## config.mk

```make
export PLATFORM = sky130hd
export DESIGN_NAME = obbs_ctrl
export DESIGN_NICKNAME = d
export VERILOG_FILES = /design/src/hw/rtl/obbs_pkg.sv /design/src/hw/rtl/obbs_ctrl.sv
export SDC_FILE = /design/constraint.sdc
export NUM_CORES = 1
export LEC_CHECK = 0
export ABC_AREA = 1
export ABC_CLOCK_PERIOD_IN_PS = 4050
export CAP_MARGIN = 5
export CORE_UTILIZATION = 25
export DETAILED_ROUTE_END_ITERATION = 10
export DONT_BUFFER_PORTS = 1
export SLEW_MARGIN = 20
export SYNTH_ARGS = -nofsm -noshare
export SYNTH_HDL_FRONTEND = slang
export SYNTH_SLANG_ARGS = --single-unit
```

## constraint.sdc

```tcl
create_clock -name clk_i -period 4.05 [get_ports clk_i]
set_input_delay 0.2025 -clock clk_i [delete_from_list [all_inputs] [get_ports clk_i]]
set_output_delay 0.2025 -clock clk_i [all_outputs]
set_load 0.02 [all_outputs]
```

## src/hw/rtl/obbs_pkg.sv

```systemverilog
// ----------------------------------------------------------------------------
// obbs_pkg
// Shared types, constants and the coefficient table of the band splitter.
// ----------------------------------------------------------------------------
`default_nettype none

package obbs_pkg;

  localparam int unsigned SampleW = 16;
  localparam int unsigned BandW   = 4;
  localparam int unsigned MagW    = 16;
  localparam int unsigned StateW  = 48;
  localparam int unsigned CoefW   = 32;
  localparam int unsigned RomDepth = 90;
  localparam int unsigned CoefIdxW = 7;
  localparam int unsigned CoefsPerStage = 5;
  localparam int unsigned AccW    = 56;
  localparam int unsigned DiffW   = 50;

  typedef enum logic [1:0] {
    BASE_D1   = 2'd0,
    BASE_D2   = 2'd1,
    BASE_ZERO = 2'd2,
    BASE_ACC  = 2'd3
  } base_e;

  typedef struct packed {
    logic                load_x;
    logic                rd_en;
    logic                mul_en;
    logic                mul_hi;
    logic                mul_y;
    logic                acc_en;
    base_e               base_sel;
    logic                neg;
    logic                latch_y;
    logic                latch_d1n;
    logic                wr_en;
    logic                next_stage;
    logic                restart_x;
    logic                band_en;
    logic                band_first;
    logic                top_en;
    logic [BandW-1:0]    band_idx;
    logic [CoefIdxW-1:0] coef_idx;
  } dp_cmd_t;

  typedef struct packed {
    logic out_free;
  } dp_status_t;

  function automatic logic signed [CoefW-1:0] rom_coef(input logic [CoefIdxW-1:0] idx);
    logic signed [CoefW-1:0] c;
    logic [CoefIdxW-1:0]     k;
    // the table repeats each row twice: one row per biquad of a filter
    k = (idx >= CoefIdxW'(RomDepth)) ? CoefIdxW'(0) : idx;
    unique case (k) inside
      7'd0, 7'd2, 7'd5, 7'd7:     c = 32'sd5031;
      7'd1, 7'd6:                 c = 32'sd10063;
      7'd3, 7'd8:                 c = -32'sd1069083153;
      7'd4, 7'd9:                 c = 32'sd532232366;
      7'd10, 7'd12, 7'd15, 7'd17: c = 32'sd20039;
      7'd11, 7'd16:               c = 32'sd40078;
      7'd13, 7'd18:               c = -32'sd1064424654;
      7'd14, 7'd19:               c = 32'sd527633897;
      7'd20, 7'd22, 7'd25, 7'd27: c = 32'sd79469;
      7'd21, 7'd26:               c = 32'sd158937;
      7'd23, 7'd28:               c = -32'sd1055108845;
      7'd24, 7'd29:               c = 32'sd518555808;
      7'd30, 7'd32, 7'd35, 7'd37: c = 32'sd312500;
      7'd31, 7'd36:               c = 32'sd624999;
      7'd33, 7'd38:               c = -32'sd1036486433;
      7'd34, 7'd39:               c = 32'sd500865520;
      7'd40, 7'd42, 7'd45, 7'd47: c = 32'sd1208809;
      7'd41, 7'd46:               c = 32'sd2417618;
      7'd43, 7'd48:               c = -32'sd999310656;
      7'd44, 7'd49:               c = 32'sd467274981;
      7'd50, 7'd52, 7'd55, 7'd57: c = 32'sd4532636;
      7'd51, 7'd56:               c = 32'sd9065273;
      7'd53, 7'd58:               c = -32'sd925445286;
      7'd54, 7'd59:               c = 32'sd406704919;
      7'd60, 7'd62, 7'd65, 7'd67: c = 32'sd16081744;
      7'd61, 7'd66:               c = 32'sd32163488;
      7'd63, 7'd68:               c = -32'sd780741080;
      7'd64, 7'd69:               c = 32'sd308197144;
      7'd70, 7'd72, 7'd75, 7'd77: c = 32'sd52415283;
      7'd71, 7'd76:               c = 32'sd104830566;
      7'd73, 7'd78:               c = -32'sd506166750;
      7'd74, 7'd79:               c = 32'sd178956971;
      7'd80, 7'd82, 7'd85, 7'd87: c = 32'sd157245850;
      7'd81, 7'd86:               c = 32'sd314491699;
      7'd83, 7'd88:               c = 32'sd0;
      7'd84, 7'd89:               c = 32'sd92112486;
      default:                    c = 32'sd0;
    endcase
    return c;
  endfunction

  function automatic logic signed [StateW-1:0] sat48(input logic signed [AccW-1:0] v);
    logic signed [AccW-1:0] hi;
    logic signed [AccW-1:0] lo;
    hi = AccW'((64'sd1 <<< (StateW - 1)) - 64'sd1);
    lo = -hi - AccW'(1);
    if (v > hi) return StateW'(hi);
    if (v < lo) return StateW'(lo);
    return StateW'(v);
  endfunction

endpackage

`default_nettype wire

```

## src/hw/rtl/obbs_ctrl.sv

```systemverilog
// ----------------------------------------------------------------------------
// obbs_ctrl
// Sequencer over filters, biquad stages and the five products of a stage.
// ----------------------------------------------------------------------------
`default_nettype none

module obbs_ctrl #(
  parameter int unsigned LowpassFilters  = 9,
  parameter int unsigned StagesPerFilter = 2,
  parameter int unsigned Rows = LowpassFilters * StagesPerFilter,
  parameter int unsigned RowW = (Rows > 1) ? $clog2(Rows) : 1
) (
  input  wire logic                 clk_i,
  input  wire logic                 rst_ni,
  input  wire logic                 in_valid_i,
  output logic                      in_stall_o,
  input  wire obbs_pkg::dp_status_t status_i,
  output obbs_pkg::dp_cmd_t         cmd_o,
  output logic [RowW-1:0]           row_o
);
  import obbs_pkg::*;

  localparam int unsigned FiltW  = (LowpassFilters > 1) ? $clog2(LowpassFilters) : 1;
  localparam int unsigned StageW = (StagesPerFilter > 1) ? $clog2(StagesPerFilter) : 1;

  typedef enum logic [6:0] {
    ST_IDLE  = 7'b0000001,
    ST_RD    = 7'b0000010,
    ST_P_LO  = 7'b0000100,
    ST_P_HI  = 7'b0001000,
    ST_P_ACC = 7'b0010000,
    ST_BAND  = 7'b0100000,
    ST_TOP   = 7'b1000000
  } state_e;

  state_e              state_q, state_d;
  logic [FiltW-1:0]    filt_q, filt_d;
  logic [StageW-1:0]   stage_q, stage_d;
  logic [RowW-1:0]     row_q, row_d;
  logic [CoefIdxW-1:0] cptr_q, cptr_d;
  logic [2:0]          k_q, k_d;
  logic [2:0]          off;
  logic [CoefIdxW:0]   cidx;
  logic [CoefIdxW:0]   cnext;

  always_comb begin
    // products in order b0*x, b1*x, a1*y, b2*x, a2*y
    case (k_q)
      3'd0:    off = 3'd0;
      3'd1:    off = 3'd1;
      3'd2:    off = 3'd3;
      3'd3:    off = 3'd2;
      default: off = 3'd4;
    endcase
    cidx  = {1'b0, cptr_q} + (CoefIdxW+1)'(off);
    if (cidx >= (CoefIdxW+1)'(RomDepth)) cidx = cidx - (CoefIdxW+1)'(RomDepth);
    cnext = {1'b0, cptr_q} + (CoefIdxW+1)'(CoefsPerStage);
    if (cnext >= (CoefIdxW+1)'(RomDepth)) cnext = cnext - (CoefIdxW+1)'(RomDepth);
  end

  always_comb begin
    state_d = state_q;
    filt_d  = filt_q;
    stage_d = stage_q;
    row_d   = row_q;
    cptr_d  = cptr_q;
    k_d     = k_q;
    cmd_o   = '0;
    cmd_o.base_sel = BASE_ZERO;
    cmd_o.coef_idx = cidx[CoefIdxW-1:0];
    cmd_o.mul_y    = (k_q == 3'd2) || (k_q == 3'd4);
    cmd_o.band_idx = BandW'(filt_q);
    in_stall_o     = 1'b1;

    unique case (state_q)
      ST_IDLE: begin
        in_stall_o = 1'b0;
        if (in_valid_i) begin
          cmd_o.load_x = 1'b1;
          filt_d  = '0;
          stage_d = '0;
          row_d   = '0;
          cptr_d  = '0;
          state_d = ST_RD;
        end
      end
      ST_RD: begin
        cmd_o.rd_en = 1'b1;
        k_d     = '0;
        state_d = ST_P_LO;
      end
      ST_P_LO: begin
        cmd_o.mul_en = 1'b1;
        state_d = ST_P_HI;
      end
      ST_P_HI: begin
        cmd_o.mul_en = 1'b1;
        cmd_o.mul_hi = 1'b1;
        state_d = ST_P_ACC;
      end
      ST_P_ACC: begin
        cmd_o.acc_en = 1'b1;
        k_d     = k_q + 3'd1;
        state_d = ST_P_LO;
        case (k_q)
          3'd0: begin
            cmd_o.base_sel = BASE_D1;
            cmd_o.latch_y  = 1'b1;
          end
          3'd1: cmd_o.base_sel = BASE_D2;
          3'd2: begin
            cmd_o.base_sel  = BASE_ACC;
            cmd_o.neg       = 1'b1;
            cmd_o.latch_d1n = 1'b1;
          end
          3'd3: cmd_o.base_sel = BASE_ZERO;
          default: begin
            cmd_o.base_sel   = BASE_ACC;
            cmd_o.neg        = 1'b1;
            cmd_o.wr_en      = 1'b1;
            cmd_o.next_stage = 1'b1;
            cptr_d = cnext[CoefIdxW-1:0];
            row_d  = (row_q == RowW'(Rows - 1)) ? '0 : row_q + RowW'(1);
            if (stage_q == StageW'(StagesPerFilter - 1)) begin
              stage_d = '0;
              state_d = ST_BAND;
            end else begin
              stage_d = stage_q + StageW'(1);
              state_d = ST_RD;
            end
          end
        endcase
      end
      ST_BAND: begin
        if (status_i.out_free) begin
          cmd_o.band_en    = 1'b1;
          cmd_o.band_first = (filt_q == '0);
          cmd_o.restart_x  = 1'b1;
          if (filt_q == FiltW'(LowpassFilters - 1)) begin
            state_d = ST_TOP;
          end else begin
            filt_d  = filt_q + FiltW'(1);
            state_d = ST_RD;
          end
        end
      end
      ST_TOP: begin
        cmd_o.band_idx = BandW'(LowpassFilters);
        if (status_i.out_free) begin
          cmd_o.top_en = 1'b1;
          state_d = ST_IDLE;
        end
      end
      default: state_d = ST_IDLE;
    endcase
  end

  always_ff @(posedge clk_i or negedge rst_ni) begin
    if (!rst_ni) begin
      state_q <= ST_IDLE;
      filt_q  <= '0;
      stage_q <= '0;
      row_q   <= '0;
      cptr_q  <= '0;
      k_q     <= '0;
    end else begin
      state_q <= state_d;
      filt_q  <= filt_d;
      stage_q <= stage_d;
      row_q   <= row_d;
      cptr_q  <= cptr_d;
      k_q     <= k_d;
    end
  end

  assign row_o = row_q;

endmodule

`default_nettype wire

```

# Yosys cells after proc, flatten, opt, wreduce, memory -nomap -nowiden

Cells that the tools add are included.

Logic and storage cells: 88
Flip-flop bits (word level): 27
Bits in latches: 0
Memories: 0
Bits in writable memories: 0
Memory bits (read-only): 0
Input port bits: 4

Add/sub/neg operators: 8
Reductions and logical operators: 12
$lt $le $gt $ge: 2
Multiply operators: 0
Bitwise logic cells: 0
Divide/modulo/power cells: 0
Multiplexer cells: 42
Eq/ne operators: 18
Shifts and indexed selects: 0

Operator list:

| kind                | count |
|---|---|
| $mux 7              | 8 |
| $pmux 7 s7          | 1 |
| $mux 5              | 4 |
| $ge 8x7->1 const B  | 2 |
| $pmux 7 s2          | 1 |
| $sub 7x7->7 const B | 2 |
| $mux 1              | 13 |
| $mux 4              | 3 |
| $mux 6              | 2 |
| $pmux 3 s4          | 1 |
| $ne 2x2->1 const B  | 5 |
| $pmux 5 s2          | 1 |
| $add 7x3->8         | 1 |
| $add 7x3->8 const B | 1 |
| $mux 8              | 1 |
| $pmux 4 s2          | 1 |
| $eq 7x1->1 const B  | 1 |
| $eq 7x2->1 const B  | 1 |
| $eq 7x3->1 const B  | 1 |
| $eq 7x4->1 const B  | 1 |
| $eq 7x5->1 const B  | 1 |
| $eq 7x6->1 const B  | 1 |
| $eq 7x7->1 const B  | 1 |
| $eq 3x2->1 const B  | 2 |
| other kinds (22)    | 26 |

# Longest topological paths before layout

Word-level depth: 5
Mapped depth: 19
Mapped depth without buffers: 19

# Worst setup path before layout

Ideal clock, no wire load.

Path type: flip-flop to output port
From: register k_q[0]
To: output port cmd_o[6] in the netlist's numbering
Cell stages (with the launch flop): 16
Required time: 3.848 ns
Arrival: 2.612 ns
Path slack: 1.236 ns
Cell sequence: dfrtp_1 > inv_1 > ha_1 > inv_1 > nor2_1 > inv_1 > nand2_1 > ha_1 > inv_1 > fa_1 > inv_1 > nand2_1 > a21oi_2 > xor2_1 > inv_1 > a211oi_1

RTL lines:

| item                   | RTL line         | source |
|---|---|---|
| start, declared        | obbs_ctrl.sv:41  | `logic [2:0] k_q, k_d;` |
| start signal, assigned | obbs_ctrl.sv:172 | `k_q <= k_d;` |
| end, declared          | obbs_ctrl.sv:18  | `output obbs_pkg::dp_cmd_t cmd_o,` |

==> results.cfg <==
[pwr]
ir_worst_vdd_uv = 175.2
p_per_area_nw_per_um2 = 315.4
p_total_uw = 761.5
p_leak_nw = 1.265

[setup_path]
r2r_end = row_o[1]
worstPathMaxFanout = 5
arrival_ps = 3120
r2r-start = state_q[2]
setup.worst_path.end = cmd_o[5]
crit_required_ps = 3850
slowest_stage = dfrtp_1
endpoint_kind = output pin
crit_start = k_q[0]
max_stage_delay_ps = 410
path_class = reg -> out
ff2ff_path_depth = 7
cp-start-kind = flip-flop
reg2reg_slack_ps = 1980
cp_cell_sequence = inv_1 -> ha_1 -> inv_1 -> nor2_1 -> inv_1 -> nand2_1 -> ha_1 -> inv_1 -> fa_1 -> inv_1 -> nand2_1 -> a21oi_2 -> nand2_1 -> xor2_1 -> o21a_1 -> nand2_2 -> nand2_1 -> nand2_1

[route]
wire_per_inst_um = 11.48
drtIter0Drc = 48
ant_nets = 0
routed-via-count = 1895
drcViolationCount = 0
firstDrtPassIters = 4
avgViaCountPerCell = 4.566
drt-total-wl_um = 4764

[clock_network]
cts_tree = done
htreeDepth = 1
cts_root_buf = clkbuf_8
postCtsHoldBufs = 2
cts.sinks = 27
numCtsBuffers = 3
cts_max_path_buffers = 2
cts_resized = 0
clk_latency_ps = 270
post-cts-setup-buffers = 0
path_clk_slew_ps = 100

[grt]
grt_antenna_before_repair = 0
grt_first_pass_wirelength_um = 8107
grt_pass1_vias = 1840
grt-ovfl-total = 0
track_usage_pct = 11.08
grt_max_degree = 28

[logic_synthesis]
yosys.area.top_type = dfrtp_1
ys_ff_latch = 27
ys_async_sr_fraction_pct = 100.0
ys_types = 40
syn_avg_cell_area_um2 = 7.253
synthFlopType = dfrtp_1
synth_top_area_share_pct = 29.41
ys_seq_area_share_pct = 30.60
syn-cell-area_um2 = 2212
synth_cells = 305
synth_edf_count = 0
ys_top_cells_by_count = nand2_1 (62), inv_1 (52), nor2_1 (33)
yosysWarnings = 0
yosysMostFrequentCell = nand2_1
synth_fp_nets = 326
synthTopCellsByArea = dfrtp_1 (29%), nand2_1 (11%), ha_1 (9.0%)

[sta]
maxSlewHeadroom_pct = 44.90
finalMaxSlewViolations = 0
hold_viol = 0
setup-violations-final = 0
period_needed_ps = 3322
layout_setup_ws_ps = 727.6
fin_crit_sh_pct = 82.03
rsz0062_at_grt = no
tightest_slew_ps = 825.6
finalSetupTns_ps = 0
max_freq_ghz = 0.3010
fin_skew_ps = 6.357

[floorplan]
die_y_um = 96.07
die_w_um = 96.07
ios = 38
dieArea_um2 = 9228
start_util_pct = 26.39
core_area_um2 = 8382
rows = 33

[finish]
final_nets = 332
final_layout_size_suffix_gt1_share_pct = 11.29
syn_to_final_growth_pct = 9.163
postLayoutCoreUtil_pct = 28.81
n_antenna_cell = 0
fillers = 898

[hold_path]
hold_path.class = in -> reg

[placed_design]
post-dp-hpwl_um = 3827
gp_congestion = 0.7888
place_ws_ps = 1043
portBuffers = 0

[flow_run]
cap_violations = 0

[run_status]
outcome = finished, final reports clean
cells by family after synthesis:
kind of cell,Yosys count,share of synthesized area (%)
mux,1,0.4525
fa+ha+maj,17,9.955
simple gates,156,34.56
xor+xnor,11,5.034
buf+inv,60,10.92
compound gates,33,8.485
flops,27,30.60
critical path, delay by kind of cell, from the launching register on:
| family | cells | cell delay [ps] |
|---|---|---|
| compound gates | 2 | 420 |
| buf+inv | 5 | 380 |
| xor+xnor | 1 | 260 |
| fa+ha+maj | 3 | 680 |
| flops | 1 | 410 |
| simple gates | 7 | 690 |
stage by stage:
stage / cells / instance area, um2 / hold slack (ps)
after floorplan: 305 / 2212 / -93.09
after global placement: 409 / 2336 / -92.30
after detailed placement: 409 / 2336 / -92.36
after CTS: 415 / 2415 / 103.7
after global routing: 415 / 2415 / 113.6
final: 415 / 2415 / 110.2
sequential cells by signal (all words and copies together), names as in the netlist:
| signal | count |
|---|---|
| row_o | 5 |
| stage_q | 1 |
| filt_q | 4 |
| cptr_q | 7 |
| state_q | 7 |
| k_q | 3 |
cell type report:
cell class | count | area (um2) | share of cell area [%]
Sequential cell | 27 | 676.9 | 28.03
Timing Repair Buffer | 3 | 37.54 | 1.554
Tap cell | 105 | 131.4 | 5.440
Multi-Input combinational cell | 218 | 1294 | 53.58
Inverter | 58 | 226.5 | 9.378
Clock buffer | 3 | 41.29 | 1.710
Clock inverter | 1 | 7.507 | 0.3109
where the power goes:
group | leakage [nW] | internal [mW] | switching, mW
logic | 0.870 | 0.0838 | 0.216
clock network | 0.0217 | 0.0698 | 0.0898
registers | 0.373 | 0.288 | 0.0137
total | 1.26 | 0.442 | 0.319
per-layer routing:
layer	track usage, %	up-vias	wire (um)
li1	-	979	-
met1	15.37	881	2419
met2	17.97	33	2062
met3	1.975	2	258
met4	2.239	0	24
met5	0	-	0
placed cells by master (no fill, tap or decap), drive strengths merged:
cell type	instances
a211oi	1
a21o	1
a21oi	6
and3	2
buf	2
clkbuf	3
clkinv	3
clkinvlp	1
dfrtp	26
dfstp	1
dlygate4sd3	1
fa	1
ha	16
inv	55
mux2i	1
nand2	70
nand3	34
nand4	7
nor2	36
nor3	5
nor3b	1
o211ai	1
o21a	2
o21ai	19
o21bai	1
o22ai	2
or2	1
xor2	11
how the worst min path moves through the flow:
stage | endpoint | start | cells after the start
after floorplan | cptr_q[0] | rst_ni | 0
after global placement | row_o[2] | rst_ni | 0
after detailed placement | row_o[2] | rst_ni | 0
after CTS | state_q[6] | status_i | 3
after global routing | state_q[6] | status_i | 3
final | state_q[6] | status_i | 3
Note: power is estimated with default switching activity, not from simulation.
